<file path="src/sv/stream_find_replace_macros.svh">
// Assertion macros shared by the stream find-and-replace block.
`ifndef STREAM_FIND_REPLACE_MACROS_SVH
`define STREAM_FIND_REPLACE_MACROS_SVH

// Same-cycle implication checked on every clock edge outside reset.
`define SFR_ASSERT_NOW(label, clk, rst_n, ante, cons, msg) \
    label: assert property (@(posedge clk) disable iff (!rst_n) (ante) |-> (cons)) \
        else $error(msg);

// Next-cycle implication checked on every clock edge outside reset.
`define SFR_ASSERT_NEXT(label, clk, rst_n, ante, cons, msg) \
    label: assert property (@(posedge clk) disable iff (!rst_n) (ante) |=> (cons)) \
        else $error(msg);

`endif

</file>
<file path="src/sv/sfr_pkg.sv">
// Package with types and constants of the stream find-and-replace block.
`timescale 1ns / 1ps

package sfr_pkg;

    localparam int DEF_MAX_PATTERN     = 8;
    localparam int DEF_MAX_REPLACEMENT = 8;
    localparam int LEN_W               = 4;
    localparam int CFG_DATA_W          = 64;
    localparam int CFG_INDEX_W         = 2;

    typedef enum logic [CFG_INDEX_W-1:0] {
        CFG_PATTERN_BYTES      = 2'd0,
        CFG_PATTERN_LENGTH     = 2'd1,
        CFG_REPLACEMENT_BYTES  = 2'd2,
        CFG_REPLACEMENT_LENGTH = 2'd3
    } t_cfg_reg;

    typedef struct packed {
        logic [7:0] in_byte;
        logic       in_last;
    } t_in;

    typedef struct packed {
        logic [7:0] out_byte;
        logic       has_byte;
        logic       run_last;
        logic       string_done;
    } t_out;

    typedef struct packed {
        logic [LEN_W-1:0] count;
        logic             has_byte;
        logic             string_end;
    } t_burst_ctl;

endpackage

</file>
<file path="src/sv/stream_find_replace.sv">
// Top level of the streaming byte find-and-replace block.
// The input channel takes one byte beat per cycle unless stalled, with a last flag
// on the final byte of each string, and the output channel gives rewritten bytes.
// Every leftmost, non-overlapping occurrence of the configured pattern is
// replaced by the configured replacement, and pending bytes flush at last.
// The configuration channel writes pattern, pattern length, replacement and
// replacement length; a pattern length write drops the pending window.
// An accepted beat lands in an input register, and its first result goes into the
// output register once that is free. A beat that only fills the window gives no
// result. Throughput is one beat per cycle while each beat yields at most one
// result and no stall holds the output. A beat with n results holds the output
// register until all n have left, one per cycle unless stalled, and the input
// stalls once the input register is full. A last beat that yields no bytes gives
// one end marker with has_byte low. A stalled receiver freezes the output beat
// and backs up into o_in_stall. Reset clears the window count, both valid flags,
// the pattern, replacement and replacement length, and sets pattern length to one.
`timescale 1ns / 1ps

module stream_find_replace import sfr_pkg::*; #(
    parameter int MAX_PATTERN     = DEF_MAX_PATTERN,
    parameter int MAX_REPLACEMENT = DEF_MAX_REPLACEMENT
) (
    input  logic                   i_clk,
    input  logic                   i_rst_n,
    input  logic                   i_in_valid,
    output logic                   o_in_stall,
    input  t_in                    i_in_data,
    output logic                   o_out_valid,
    input  logic                   i_out_stall,
    output t_out                   o_out_data,
    input  logic                   i_cfg_valid,
    output logic                   o_cfg_ready,
    input  logic [CFG_INDEX_W-1:0] i_cfg_index,
    input  logic [CFG_DATA_W-1:0]  i_cfg_data
);

`include "stream_find_replace_macros.svh"

    localparam int BurstMax = (MAX_PATTERN > MAX_REPLACEMENT) ? MAX_PATTERN
                                                              : MAX_REPLACEMENT;

    logic [CFG_DATA_W-1:0]  r_pattern;
    logic [LEN_W-1:0]       r_plen;
    logic [CFG_DATA_W-1:0]  r_repl;
    logic [LEN_W-1:0]       r_rlen;
    logic                   r_iv;
    t_in                    r_in;
    logic                   cfg_we;
    logic                   plen_clr;
    logic                   in_take;
    logic                   fire;
    logic                   burst_free;
    logic [8*BurstMax-1:0]  burst_bytes;
    t_burst_ctl             burst_ctl;

    assign o_cfg_ready = 1'b1;
    assign cfg_we      = i_cfg_valid && o_cfg_ready;
    assign plen_clr    = cfg_we && (t_cfg_reg'(i_cfg_index) == CFG_PATTERN_LENGTH);

    assign fire       = r_iv && burst_free;
    assign o_in_stall = r_iv && !burst_free;
    assign in_take    = i_in_valid && !o_in_stall;

    always_ff @(posedge i_clk) begin
        if (!i_rst_n) begin
            r_pattern <= '0;
            r_plen    <= LEN_W'(1);
            r_repl    <= '0;
            r_rlen    <= '0;
        end else if (cfg_we) begin
            case (t_cfg_reg'(i_cfg_index))
                CFG_PATTERN_BYTES:      r_pattern <= i_cfg_data;
                CFG_PATTERN_LENGTH:     r_plen    <= i_cfg_data[LEN_W-1:0];
                CFG_REPLACEMENT_BYTES:  r_repl    <= i_cfg_data;
                CFG_REPLACEMENT_LENGTH: r_rlen    <= i_cfg_data[LEN_W-1:0];
                default: begin
                end
            endcase
        end
    end

    always_ff @(posedge i_clk) begin
        if (!i_rst_n) begin
            r_iv <= 1'b0;
        end else if (in_take) begin
            r_iv <= 1'b1;
        end else if (fire) begin
            r_iv <= 1'b0;
        end
    end

    always_ff @(posedge i_clk) begin
        if (in_take) begin
            r_in <= i_in_data;
        end
    end

    sfr_window #(
        .MAX_PATTERN     (MAX_PATTERN),
        .MAX_REPLACEMENT (MAX_REPLACEMENT),
        .BURST_MAX       (BurstMax)
    ) u_window (
        .i_clk     (i_clk),
        .i_rst_n   (i_rst_n),
        .i_clr     (plen_clr),
        .i_fire    (fire),
        .i_item    (r_in),
        .i_pattern (r_pattern),
        .i_plen    (r_plen),
        .i_repl    (r_repl),
        .i_rlen    (r_rlen),
        .o_bytes   (burst_bytes),
        .o_ctl     (burst_ctl)
    );

    sfr_burst #(
        .BURST_MAX (BurstMax)
    ) u_burst (
        .i_clk   (i_clk),
        .i_rst_n (i_rst_n),
        .i_load  (fire && (burst_ctl.count != '0)),
        .i_bytes (burst_bytes),
        .i_ctl   (burst_ctl),
        .i_stall (i_out_stall),
        .o_valid (o_out_valid),
        .o_data  (o_out_data),
        .o_free  (burst_free)
    );

    `SFR_ASSERT_NOW(a_done_is_run_last, i_clk, i_rst_n,
        o_out_valid && o_out_data.string_done, o_out_data.run_last,
        "string end beat is not the last beat of its burst")
    `SFR_ASSERT_NOW(a_empty_marker_ends, i_clk, i_rst_n,
        o_out_valid && !o_out_data.has_byte,
        o_out_data.run_last && o_out_data.string_done,
        "empty marker does not close the string")
    `SFR_ASSERT_NEXT(a_burst_continues, i_clk, i_rst_n,
        o_out_valid && !i_out_stall && !o_out_data.run_last, o_out_valid,
        "burst broke off before its last beat")
    `SFR_ASSERT_NOW(a_stall_needs_item, i_clk, i_rst_n,
        o_in_stall, r_iv && o_out_valid,
        "input stalled without a held item and a busy output")

endmodule

</file>
<file path="src/sv/sfr_window.sv">
// Pending window, pattern compare and result burst builder.
`timescale 1ns / 1ps

module sfr_window import sfr_pkg::*; #(
    parameter int MAX_PATTERN     = DEF_MAX_PATTERN,
    parameter int MAX_REPLACEMENT = DEF_MAX_REPLACEMENT,
    parameter int BURST_MAX       = DEF_MAX_PATTERN
) (
    input  logic                   i_clk,
    input  logic                   i_rst_n,
    input  logic                   i_clr,
    input  logic                   i_fire,
    input  t_in                    i_item,
    input  logic [CFG_DATA_W-1:0]  i_pattern,
    input  logic [LEN_W-1:0]       i_plen,
    input  logic [CFG_DATA_W-1:0]  i_repl,
    input  logic [LEN_W-1:0]       i_rlen,
    output logic [8*BURST_MAX-1:0] o_bytes,
    output t_burst_ctl             o_ctl
);

    localparam int PcW  = (MAX_PATTERN > 1) ? $clog2(MAX_PATTERN) : 1;
    localparam int WinN = BURST_MAX + 1;

    logic [PcW-1:0]             r_pcnt;
    logic [PcW-1:0]             n_pcnt;
    logic [8*MAX_PATTERN-1:0]   r_win;
    logic [8*MAX_PATTERN-1:0]   n_win;

    logic [LEN_W-1:0] plen_eff;
    logic [LEN_W-1:0] rlen_eff;
    logic [LEN_W-1:0] pcnt_eff;
    logic [LEN_W-1:0] total;
    logic [LEN_W-1:0] n_res;
    logic [8*WinN-1:0] win;
    logic              cmp;
    logic              hit;

    always_comb begin
        if (i_plen == '0) begin
            plen_eff = LEN_W'(1);
        end else if (i_plen > LEN_W'(MAX_PATTERN)) begin
            plen_eff = LEN_W'(MAX_PATTERN);
        end else begin
            plen_eff = i_plen;
        end
        if (i_rlen > LEN_W'(MAX_REPLACEMENT)) begin
            rlen_eff = LEN_W'(MAX_REPLACEMENT);
        end else begin
            rlen_eff = i_rlen;
        end
        if (LEN_W'(r_pcnt) > plen_eff - LEN_W'(1)) begin
            pcnt_eff = plen_eff - LEN_W'(1);
        end else begin
            pcnt_eff = LEN_W'(r_pcnt);
        end
        total = pcnt_eff + LEN_W'(1);
    end

    always_comb begin
        win = '0;
        for (int i = 0; i < MAX_PATTERN; i++) begin
            if (LEN_W'(i) < pcnt_eff) begin
                win[8*i +: 8] = r_win[8*i +: 8];
            end else if (LEN_W'(i) == pcnt_eff) begin
                win[8*i +: 8] = i_item.in_byte;
            end
        end
    end

    always_comb begin
        cmp = (total == plen_eff);
        hit = cmp;
        for (int i = 0; i < MAX_PATTERN; i++) begin
            if (LEN_W'(i) < plen_eff && win[8*i +: 8] != i_pattern[8*i +: 8]) begin
                hit = 1'b0;
            end
        end
    end

    always_comb begin
        if (hit) begin
            n_res = rlen_eff;
        end else if (cmp) begin
            n_res = i_item.in_last ? plen_eff : LEN_W'(1);
        end else begin
            n_res = i_item.in_last ? total : '0;
        end

        o_bytes = '0;
        for (int j = 0; j < BURST_MAX; j++) begin
            if (n_res != '0) begin
                o_bytes[8*j +: 8] = hit ? i_repl[8*j +: 8] : win[8*j +: 8];
            end
        end

        o_ctl.has_byte   = (n_res != '0);
        o_ctl.string_end = i_item.in_last;
        if (n_res == '0 && i_item.in_last) begin
            o_ctl.count = LEN_W'(1);
        end else begin
            o_ctl.count = n_res;
        end
    end

    always_comb begin
        n_pcnt = r_pcnt;
        n_win  = r_win;
        if (i_clr) begin
            n_pcnt = '0;
        end else if (i_fire) begin
            if (i_item.in_last || hit) begin
                n_pcnt = '0;
            end else if (cmp) begin
                n_pcnt = PcW'(plen_eff - LEN_W'(1));
                n_win  = win[8 +: 8*MAX_PATTERN];
            end else begin
                n_pcnt = PcW'(total);
                n_win  = win[8*MAX_PATTERN-1:0];
            end
        end
    end

    always_ff @(posedge i_clk) begin
        if (!i_rst_n) begin
            r_pcnt <= '0;
        end else begin
            r_pcnt <= n_pcnt;
        end
    end

    always_ff @(posedge i_clk) begin
        r_win <= n_win;
    end

endmodule

</file>
<file path="src/sv/sfr_burst.sv">
// Result register handing out a burst of result beats one per cycle unless stalled.
`timescale 1ns / 1ps

module sfr_burst import sfr_pkg::*; #(
    parameter int BURST_MAX = DEF_MAX_PATTERN
) (
    input  logic                   i_clk,
    input  logic                   i_rst_n,
    input  logic                   i_load,
    input  logic [8*BURST_MAX-1:0] i_bytes,
    input  t_burst_ctl             i_ctl,
    input  logic                   i_stall,
    output logic                   o_valid,
    output t_out                   o_data,
    output logic                   o_free
);

    logic                   r_bv;
    logic [8*BURST_MAX-1:0] r_q;
    logic [LEN_W-1:0]       r_left;
    logic                   r_has;
    logic                   r_end;
    logic                   beat;
    logic                   final_beat;

    assign beat       = r_bv && !i_stall;
    assign final_beat = beat && (r_left == LEN_W'(1));
    assign o_free     = !r_bv || final_beat;

    assign o_valid            = r_bv;
    assign o_data.out_byte    = r_q[7:0];
    assign o_data.has_byte    = r_has;
    assign o_data.run_last    = (r_left == LEN_W'(1));
    assign o_data.string_done = (r_left == LEN_W'(1)) && r_end;

    always_ff @(posedge i_clk) begin
        if (!i_rst_n) begin
            r_bv   <= 1'b0;
            r_left <= '0;
        end else if (i_load) begin
            r_bv   <= 1'b1;
            r_left <= i_ctl.count;
        end else if (final_beat) begin
            r_bv   <= 1'b0;
        end else if (beat) begin
            r_left <= r_left - LEN_W'(1);
        end
    end

    always_ff @(posedge i_clk) begin
        if (i_load) begin
            r_q   <= i_bytes;
            r_has <= i_ctl.has_byte;
            r_end <= i_ctl.string_end;
        end else if (beat) begin
            r_q   <= r_q >> 8;
        end
    end

endmodule

</file>
<file path="config.mk">
export PLATFORM = sky130hd
export DESIGN_NAME = stream_find_replace
export DESIGN_NICKNAME = d
export VERILOG_FILES = /design/src/sv/sfr_pkg.sv /design/src/sv/stream_find_replace.sv /design/src/sv/sfr_window.sv /design/src/sv/sfr_burst.sv
export VERILOG_INCLUDE_DIRS = /design/src /design/src/sv
export SDC_FILE = /design/constraint.sdc
export NUM_CORES = 1
export LEC_CHECK = 0
export BUFFER_PORTS_ARGS = -buffer_cell sky130_fd_sc_hd__buf_2
export CORE_UTILIZATION = 54
export CTS_BUF_LIST = sky130_fd_sc_hd__clkbuf_2
export DETAILED_ROUTE_END_ITERATION = 8
export GPL_TIMING_DRIVEN = 0
export PLACE_DENSITY = 0.8
export SYNTH_ARGS = -nofsm -noshare
export SYNTH_HDL_FRONTEND = slang
export SYNTH_HIERARCHICAL = 1
export SYNTH_SLANG_ARGS = --single-unit
</file>
<file path="constraint.sdc">
create_clock -name i_clk -period 10.31 [get_ports i_clk]
set_clock_uncertainty 0.15 [all_clocks]
set_input_delay 1.031 -clock i_clk [delete_from_list [all_inputs] [get_ports i_clk]]
set_output_delay 1.031 -clock i_clk [all_outputs]
set_load 0.005 [all_outputs]
</file>
==> results.sh, run 1 <==
export IMPL_drv_slew=0
export IMPL_clk_root_buffer_cell="clkbuf_2"
export IMPL_slew_headroom_pct=20.8
export IMPL_hpwl_um=33500
export IMPL_drv_cap=0
export IMPL_die_area_um2=28900
export IMPL_worst_pin_slew_ps=1190
export IMPL_final_common_cell="nand2_1"
export IMPL_drive_above_1_share_pct=21.8
export IMPL_grt_overflow=0
export IMPL_netlist_area_um2=15300
export IMPL_fin_crit_ps=9800
export IMPL_path_clk_slew_ps=120
export IMPL_postCtsSetupBuffers=0
export IMPL_ir_drop_uv=100
export IMPL_syn_area_per_cell_um2=9.95
export IMPL_clock_power_share_pct=28.5
export IMPL_post_drt_wl_per_cell_um=21.5
export IMPL_core_area_um2=27800
export IMPL_port_buffers=92
export IMPL_ant_nets=0
export IMPL_hold_violations=0
export IMPL_min_period_over_period_pct=95.1
export IMPL_track_usage_pct=32.1
export IMPL_gp_congestion=0.973
export IMPL_cp_max_fo=64
export IMPL_cts_buffers=74
export IMPL_routed_wl_um=45900
export IMPL_crit_required_ps=10610
export IMPL_p_per_area_nw_per_um2=165
export IMPL_path_class="reg -> reg"
export IMPL_clk_latency_ps=890
export IMPL_cts_max_level=3
export IMPL_yosysUniqueCellTypes=77
export IMPL_cts_buffer_depth=3
export IMPL_synthToLayoutAreaGrowth_pct=11.1
export IMPL_cts_hold_buf=0
export IMPL_slowest_delay_ps=720
export IMPL_yosysWarnings=6
export IMPL_critPathBufInv=12
export IMPL_initial_utilization_pct=54.9
export IMPL_vias=12600
export IMPL_first_global_vias=12500
export IMPL_syn_nets=1623
export IMPL_fin_util_pct=61.0
export IMPL_seq_area_frac_synth_pct=44.8
export IMPL_p_sw_share_pct=33.8
export IMPL_combPwrFrac_pct=25.3
export IMPL_outcome="finished, violations left"
export IMPL_drt_initial_drc_count=1154
export IMPL_vias_per_cell=5.88
export IMPL_p_leak_uw=0.00724
export IMPL_share_seq_of_total_power_pct=46.3
export IMPL_synth_seq_cells=276
export IMPL_drc=4
export IMPL_fp_dieW_um=170
export IMPL_nNetsFinal=1791
export IMPL_synth_enable_flop_cells=131
export IMPL_cts_tree="built"
export IMPL_io_pins=94
export IMPL_fmax_ghz=0.102
export IMPL_die_y_um=170
export IMPL_antenna_found_initial=3
export IMPL_first_pass_iters=8
export IMPL_grt_start_max_net_pins=65
export IMPL_startpoint_type="flop"
export IMPL_rsz0062_at_grt="no"
export IMPL_synthArstFlopShare_pct=0
export IMPL_violations="DRC"
export IMPL_fill_cells=2492
export IMPL_cp_slowest_cell="o41a_2"
export IMPL_cp_top_family="buffers and inverters"
export IMPL_cellInternalPower_uw=1850
export IMPL_p_sw_uw=945
export IMPL_setup_viol=0
export IMPL_dominantRegCellSynth="dfxtp_1"
export IMPL_fin_hold_ws_ps=155
export IMPL_arrival_ps=10110
export IMPL_final_cell_mix="nand2_1, mux2i_1, dfxtp_1"
export IMPL_synthesis_instances=1533
export IMPL_end_kind="flop"
export IMPL_holdCritPathClass="in -> reg"
export IMPL_cts_sinks=276
export IMPL_grt_first_pass_wirelength_um=69700
export IMPL_fp_row_count=61
## state kept, by name, indices dropped and copies added, names as in the netlist
register	flops
u_burst/o_valid	1
r_rlen	4
r_iv	1
u_window/r_win	56
u_burst/r_end	1
r_in	9
u_burst/r_has	1
u_burst/r_q	64
r_plen	4
r_pattern	64
u_window/r_pcnt	3
r_repl	64
u_burst/r_left	4
## final timing paths
check | start | end | slack (ps) | depth (start not counted)
setup / recovery | r_plen[3] | u_burst/r_q[43] | 510 | 30
hold / removal | i_in_data[3] | r_in[3] | 160 | 1
hold reg to reg | r_plen[1] | r_plen[1] | 320 | 2
setup reg to reg | r_plen[3] | u_burst/r_q[43] | 510 | 30
## logic make-up (layout without fill, tap and decap cells)
logic type,after synthesis,in the layout,synth area share (%)
muxes,319,319,21.6
other,1,3,0.0246
DFF,276,276,44.8
xor gates and xnor gates,60,60,3.54
buffers and inverters,148,374,5.20
and+or+nand+nor,567,567,17.0
AOI/OAI and AO/OA,152,152,7.00
adders and majority gates,10,10,0.820
## metal layers
metal	routed length (um)	GRT usage [%]
met1	18400	40.6
met4	1570	14.1
met3	4220	5.58
met2	21700	53.7
met5	0	0
## synthesized netlist by cell type (10+ instances only)
master      n  area (um2)
ha_1       10         125
nand2_1   335        1260
mux2_2     66         743
xnor2_1    38         333
inv_1      20        75.1
nor2_1     38         143
nand2b_1   30         188
nor4_1     10        62.6
a31oi_1    15        93.8
o21ai_0    30         150
or3_1      10        62.6
a21oi_1    26         130
nand3_1    43         215
buf_2      30         150
dfxtp_1   145        2900
edfxtp_1  131        3930
buf_4      12        90.1
mux2i_1   251        2510
nand4_1    17         106
clkbuf_1   61         229
or2_2      34         213
xor2_1     21         184
## final cells by class
type	count	area, um2	share of cell area, %
multi-input cells	1109	7660	45.2
clock inverters	25	153	0.901
plain buffers	124	702	4.14
clock buffers	109	546	3.22
flip-flops and latches	276	6840	40.3
diodes	2	5.00	0.0295
inverters	23	91.3	0.539
repair buffers	93	480	2.84
well taps	378	473	2.79
## worst register-to-register path: cells and delay by family (launching register included)
kind	cells	cell delay (ps)
and+or+nand+nor	7	1890
xor gates and xnor gates	1	130
AOI/OAI and AO/OA	6	2180
DFF	1	360
muxes	1	200
buffers and inverters	12	3670
adders and majority gates	3	770
## through the flow
step                instances  cell area, um2  power, uW  setup WS (ps)  TNS (ps)
floorplan                1533           15300       1780           1850         0
global placement         2003           16200       1990          -1750   -111860
detailed placement       2004           16200       2010           -346    -21790
CTS                      2137           16900       2790            194         0
global route             2138           16900       2920            136         0
finish                   2139           16900       2800            507         0
## power groups by stage
stage / Sequential (uW) / Combinational, uW / Clock, uW
3_3_place_gp: 1320 / 672 / 0
6_report: 1300 / 708 / 797
5_1_grt: 1300 / 745 / 870
3_5_place_dp: 1320 / 686 / 0
4_1_cts: 1290 / 691 / 810
2_1_floorplan: 1300 / 482 / 0
## what timing repair did
item                                    in CTS  in global routing
hold endpoints to repair                     0                  0
endpoints found under the setup margin      64                 65
resized for setup                            2                 10
Power figures use the tool's default switching activity.
==> inputs of run 2 (changes only) <==
--- a/config.mk
+++ b/config.mk
@@ -12,6 +12,7 @@
 export DETAILED_ROUTE_END_ITERATION = 8
 export GPL_TIMING_DRIVEN = 0
 export PLACE_DENSITY = 0.8
+export REMOVE_ABC_BUFFERS = 1
 export SYNTH_ARGS = -nofsm -noshare
 export SYNTH_HDL_FRONTEND = slang
 export SYNTH_HIERARCHICAL = 1
==> constraint.sdc (replaced) <==
create_clock -name i_clk -period 10.35 [get_ports i_clk]
set_clock_uncertainty 0.15 [all_clocks]
set_input_delay 1.035 -clock i_clk [delete_from_list [all_inputs] [get_ports i_clk]]
set_output_delay 1.035 -clock i_clk [all_outputs]
set_load 0.005 [all_outputs]
==> results.sh, run 2 (same netlist as run 1, synthesis figures left out) <==
export IMPL_outcome="finished clean"
export IMPL_rr_startpoint="r_plen[2]"
export IMPL_use_met2_pct=45.6
export IMPL_busiest_layer="met2"
export IMPL_hpwl_um=26800
export IMPL_p_per_area_nw_per_um2=163
export IMPL_core_area_um2=27800
export IMPL_io_pins=94
export IMPL_initial_utilization_pct=54.9
export IMPL_final_area_um2=16800
export IMPL_startpoint_type="flop"
export IMPL_dpl_cell_area_um2=16100
export IMPL_grt_first_pass_wirelength_um=62200
export IMPL_drv_cap=0
export IMPL_worst_pin_slew_ps=1200
export IMPL_cts_hold_buf=0
export IMPL_track_usage_pct=27.7
export IMPL_synthToLayoutAreaGrowth_pct=10.5
export IMPL_gp_congestion=0.905
export IMPL_first_global_vias=11700
export IMPL_drt_initial_drc_count=1055
export IMPL_grt_start_max_net_pins=106
export IMPL_hold_violations=0
export IMPL_die_y_um=170
export IMPL_fin_hold_ws_ps=215
export IMPL_setup_viol=0
export IMPL_final_cell_count_no_fill=2048
export IMPL_min_period_over_period_pct=93.5
export IMPL_dp_cells=1906
export IMPL_arrival_ps=10080
export IMPL_reg2reg_depth=24
export IMPL_rsz0062_at_grt="no"
export IMPL_drive_above_1_share_pct=22.5
export IMPL_clk_root_buffer_cell="clkbuf_2"
export IMPL_fmax_ghz=0.103
export IMPL_grt_overflow=0
export IMPL_nNetsFinal=1700
export IMPL_fin_crit_ps=9680
export IMPL_end_kind="flop"
export IMPL_path_class="reg -> reg"
export IMPL_hp_start="i_in_data[3]"
export IMPL_clk_latency_ps=870
export IMPL_reg_largest_list="r_pattern (64), r_repl (64), u_burst/r_q (64)"
export IMPL_vias=12000
export IMPL_drc=0
export IMPL_cts_sinks=276
export IMPL_cts_buffers=74
export IMPL_grtUsageMet1_pct=35.7
export IMPL_r2r_setup_slack_ps=670
export IMPL_antenna_found_initial=1
export IMPL_fp_row_count=61
export IMPL_hold_path_end="r_in[3]"
export IMPL_total_power_uw=2750
export IMPL_ant_nets=0
export IMPL_holdCritPathClass="in -> reg"
export IMPL_fin_util_pct=60.6
export IMPL_cp_max_fo=38
export IMPL_path_clk_slew_ps=90
export IMPL_ir_drop_uv=88.1
export IMPL_first_pass_iters=5
export IMPL_drv_slew=0
export IMPL_port_buffers=92
export IMPL_hold_path_depth=1
export IMPL_cts_tree="built"
export IMPL_crit_required_ps=10750
export IMPL_cts_buffer_depth=3
export IMPL_routed_wl_um=39800
export IMPL_vias_per_cell=5.84
export IMPL_final_common_cell="nand2_1"
export IMPL_final_cell_mix="nand2_1, mux2i_1, dfxtp_1"
export IMPL_slew_headroom_pct=19.1
export IMPL_fp_dieW_um=170
export IMPL_cts_max_level=3
export IMPL_post_drt_wl_per_cell_um=19.4
export IMPL_timing_rr_end="u_burst/r_q[17]"
export IMPL_die_area_um2=28900
export IMPL_grt_use_met3_pct=5.60
export IMPL_p_leak_uw=0.00717
## run 2: changes by cell type in the layout (fill, tap and decap cells not counted), moves of 3 or more
| cell | delta |
|---|---|
| a21oi_2 | -3 |
| buf_1 | -9 |
| buf_16 | +6 |
| buf_2 | -31 |
| buf_4 | -9 |
| buf_6 | -6 |
| buf_8 | +16 |
| clkbuf_1 | -57 |
| clkbuf_2 | +7 |
| clkinv_1 | -9 |
## run 2: worst max path at each step
stage                            endpoint       from  cells after the start  slack, ps
final                     u_burst/r_q[17]  r_plen[2]                     24        670
after global routing      u_burst/r_q[17]  r_plen[2]                     24        350
after CTS                 u_burst/r_q[17]  r_plen[2]                     24         60
after detailed placement  u_burst/r_q[36]  r_plen[3]                     23       -740
after global placement    u_burst/r_q[36]  r_plen[2]                     16     -10980
after floorplan            u_burst/r_q[0]  r_plen[2]                     19      -4640
## run 2: critical path, cell delays in order, from the launching register on
cell and delay (ps):
dfxtp_1 500, o21ba_2 290, nor2_1 390, ha_1 400
clkinv_1 360, ha_1 420, nand3b_1 200, a21boi_4 550
mux2_2 550, ha_1 460, nor2b_4 400, nand2_1 200
a21oi_1 440, xor2_1 150, nor4_1 410, a21oi_1 270
nor4_1 520, o2111ai_4 300, buf_16 240, mux2_1 350
o41a_4 600, buf_12 280, inv_1 210, nand2_4 350
buf_12 320
## run 2: final cells by class
type                            instances  area (um2)
Sequential cell                       276        6840
Clock inverter                         16        71.3
Timing Repair Buffer                  124        1030
Tap cell                              378         473
Fill cell                            2395       10900
Inverter                               23        91.3
Clock buffer                          119         596
Antenna cell                            1        2.50
Multi-Input combinational cell       1111        7740
## run 2: layer usage
layer | vias to the layer above | part of all wire [%]
met5 | - | 0
met4 | 0 | 2.9
met3 | 105 | 6.9
met2 | 493 | 48
met1 | 5775 | 42
li1 | 5595 | -
## run 2: what timing repair did
action                     4_1_cts  5_1_grt
pin swaps                        2        1
gates cloned                     2        0
hold endpoints to repair         0        0
setup endpoints to repair      102       64
setup buffers                    0        3
resized for setup                4        4
## run 2: stage by stage
step | setup slack [ps] | setup TNS, ps
final | 669 | 0
after global routing | 349 | 0
after CTS | 61.8 | 0
after detailed placement | -736 | -43060
after global placement | -10980 | -1678400
after floorplan | -4640 | -627020
## run 2: power by group
group | internal (uW) | switching, uW
Sequential | 1250 | 45.8
Combinational | 288 | 410
Clock | 302 | 455
Total | 1840 | 911
==> inputs of run 3 (changes only) <==
--- a/config.mk
+++ b/config.mk
@@ -11,7 +11,7 @@
 export CTS_BUF_LIST = sky130_fd_sc_hd__clkbuf_2
 export DETAILED_ROUTE_END_ITERATION = 8
 export GPL_TIMING_DRIVEN = 0
-export PLACE_DENSITY = 0.8
+export PLACE_DENSITY = 0.83
 export REMOVE_ABC_BUFFERS = 1
 export SYNTH_ARGS = -nofsm -noshare
 export SYNTH_HDL_FRONTEND = slang
==> results.sh, run 3 (same netlist as run 1, synthesis figures left out) <==
export IMPL_r2r_setup_slack_ps=500
export IMPL_hold_path_end="r_in[8]"
export IMPL_cts_sinks=276
export IMPL_final_common_cell="nand2_1"
export IMPL_vias=11900
export IMPL_nNetsFinal=1696
export IMPL_fill_cells=2342
export IMPL_cts_hold_buf=0
export IMPL_clk_root_buffer_cell="clkbuf_2"
export IMPL_cts_tree="built"
export IMPL_hpwl_um=27000
export IMPL_drive_above_1_share_pct=21.9
export IMPL_ant_nets=0
export IMPL_ir_drop_uv=86.2
export IMPL_p_leak_uw=0.00715
export IMPL_dpl_cell_area_um2=16100
export IMPL_fp_row_count=61
export IMPL_crit_required_ps=10780
export IMPL_routed_wl_um=40100
export IMPL_reg2reg_depth=23
export IMPL_timing_rr_end="u_burst/r_q[17]"
export IMPL_hold_path_depth=1
export IMPL_die_y_um=170
export IMPL_hold_violations=0
export IMPL_fin_crit_ps=9850
export IMPL_initial_utilization_pct=54.9
export IMPL_rsz0062_at_grt="no"
export IMPL_grt_start_max_net_pins=110
export IMPL_fmax_ghz=0.101
export IMPL_crit_start="r_plen[2]"
export IMPL_cts_max_level=3
export IMPL_final_cell_count_no_fill=2045
export IMPL_antenna_found_initial=1
export IMPL_arrival_ps=10280
export IMPL_clk_latency_ps=870
export IMPL_synthToLayoutAreaGrowth_pct=10.2
export IMPL_post_drt_wl_per_cell_um=19.6
export IMPL_drv_slew=0
export IMPL_p_per_area_nw_per_um2=165
export IMPL_io_pins=94
export IMPL_grt_overflow=0
export IMPL_path_class="reg -> reg"
export IMPL_final_cell_mix="nand2_1, mux2i_1, dfxtp_1"
export IMPL_fp_dieW_um=170
export IMPL_cp_max_fo=37
export IMPL_startpoint_type="flop"
export IMPL_hp_start="i_in_data[8]"
export IMPL_setup_ws_ps=495
export IMPL_end_kind="flop"
export IMPL_min_period_over_period_pct=95.2
export IMPL_place_ws_ps=-773
export IMPL_grt_first_pass_wirelength_um=62700
export IMPL_core_area_um2=27800
export IMPL_dp_cells=1905
export IMPL_final_area_um2=16800
export IMPL_setup_tns_ps=0
export IMPL_cts_buffer_depth=3
export IMPL_track_usage_pct=27.9
export IMPL_path_clk_slew_ps=100
export IMPL_drt_initial_drc_count=1016
export IMPL_setup_viol=0
export IMPL_slew_headroom_pct=11.6
export IMPL_holdCritPathClass="in -> reg"
export IMPL_outcome="finished clean"
export IMPL_die_area_um2=28900
export IMPL_fin_util_pct=60.5
export IMPL_drv_cap=0
export IMPL_reg_largest_list="r_pattern (64), r_repl (64), u_burst/r_q (64)"
export IMPL_worst_pin_slew_ps=1300
export IMPL_cts_buffers=74
export IMPL_port_buffers=92
export IMPL_gp_congestion=0.911
export IMPL_first_global_vias=11700
export IMPL_rr_startpoint="r_plen[2]"
export IMPL_drc=0
export IMPL_first_pass_iters=5
export IMPL_vias_per_cell=5.82
==> run 3: where the power goes <==
group	internal (uW)	total [uW]	switching, uW	leakage (uW)
combinational	293	702	409	0.00420
sequential	1250	1290	47.2	0.00242
clock	319	781	462	0.000534
total	1860	2780	918	0.00715
==> run 3: worst max-delay path, cell delays in order, from the launching register on <==
cell and delay (ps):
dfxtp_1 740, o21ba_2 250, nor2_1 110, ha_1 490
clkinv_1 420, ha_1 470, nand3b_1 220, a21boi_4 550
mux2_2 550, ha_1 450, nor2b_2 570, nand2_1 230
a21oi_1 430, xor2_1 130, nor4_1 420, a21oi_1 300
nor4_1 590, o2111ai_4 310, buf_16 250, mux2_1 360
o41a_4 600, inv_1 280, nand2_4 330, buf_12 310
==> run 3: final cells by class <==
cell class	count	area (um2)	area share, %
clock buffer	115	576	3.43
inverter	23	91.3	0.544
sequential	276	6840	40.7
clock inverter	21	111	0.663
timing repair buffer	121	998	5.94
multi-input combinational	1110	7710	45.9
antenna	1	2.50	0.0149
tap	378	473	2.81
==> run 3: worst max path at each step <==
stage                      end  slack [ps]
6_report       u_burst/r_q[17]         500
5_1_grt        u_burst/r_q[17]          90
4_1_cts        u_burst/r_q[17]          90
3_5_place_dp   u_burst/r_q[36]        -770
3_3_place_gp   u_burst/r_q[39]      -10870
2_1_floorplan   u_burst/r_q[0]       -4640
==> run 3: through the flow <==
stage          hold slack [ps]  total power, uW
2_1_floorplan              288             1750
3_3_place_gp               296             1940
3_5_place_dp               303             2000
4_1_cts                    132             2780
5_1_grt                    121             2900
6_report                   195             2780
==> run 3: routing by layer <==
layer | vias to the layer above | share of wire [%] | track usage [%]
li1 | 5577 | - | -
met1 | 5694 | 42 | 36.1
met2 | 523 | 47 | 46.1
met3 | 112 | 7.2 | 5.23
met4 | 0 | 3.3 | 10.9
met5 | - | 0 | 0
==> run 3: what timing repair did <==
item | 4_1_cts | 5_1_grt
resized for setup | 3 | 1
cloned | 0 | 1
pin swaps | 0 | 2
buffers inserted | 0 | 2
setup endpoints to repair | 133 | 103
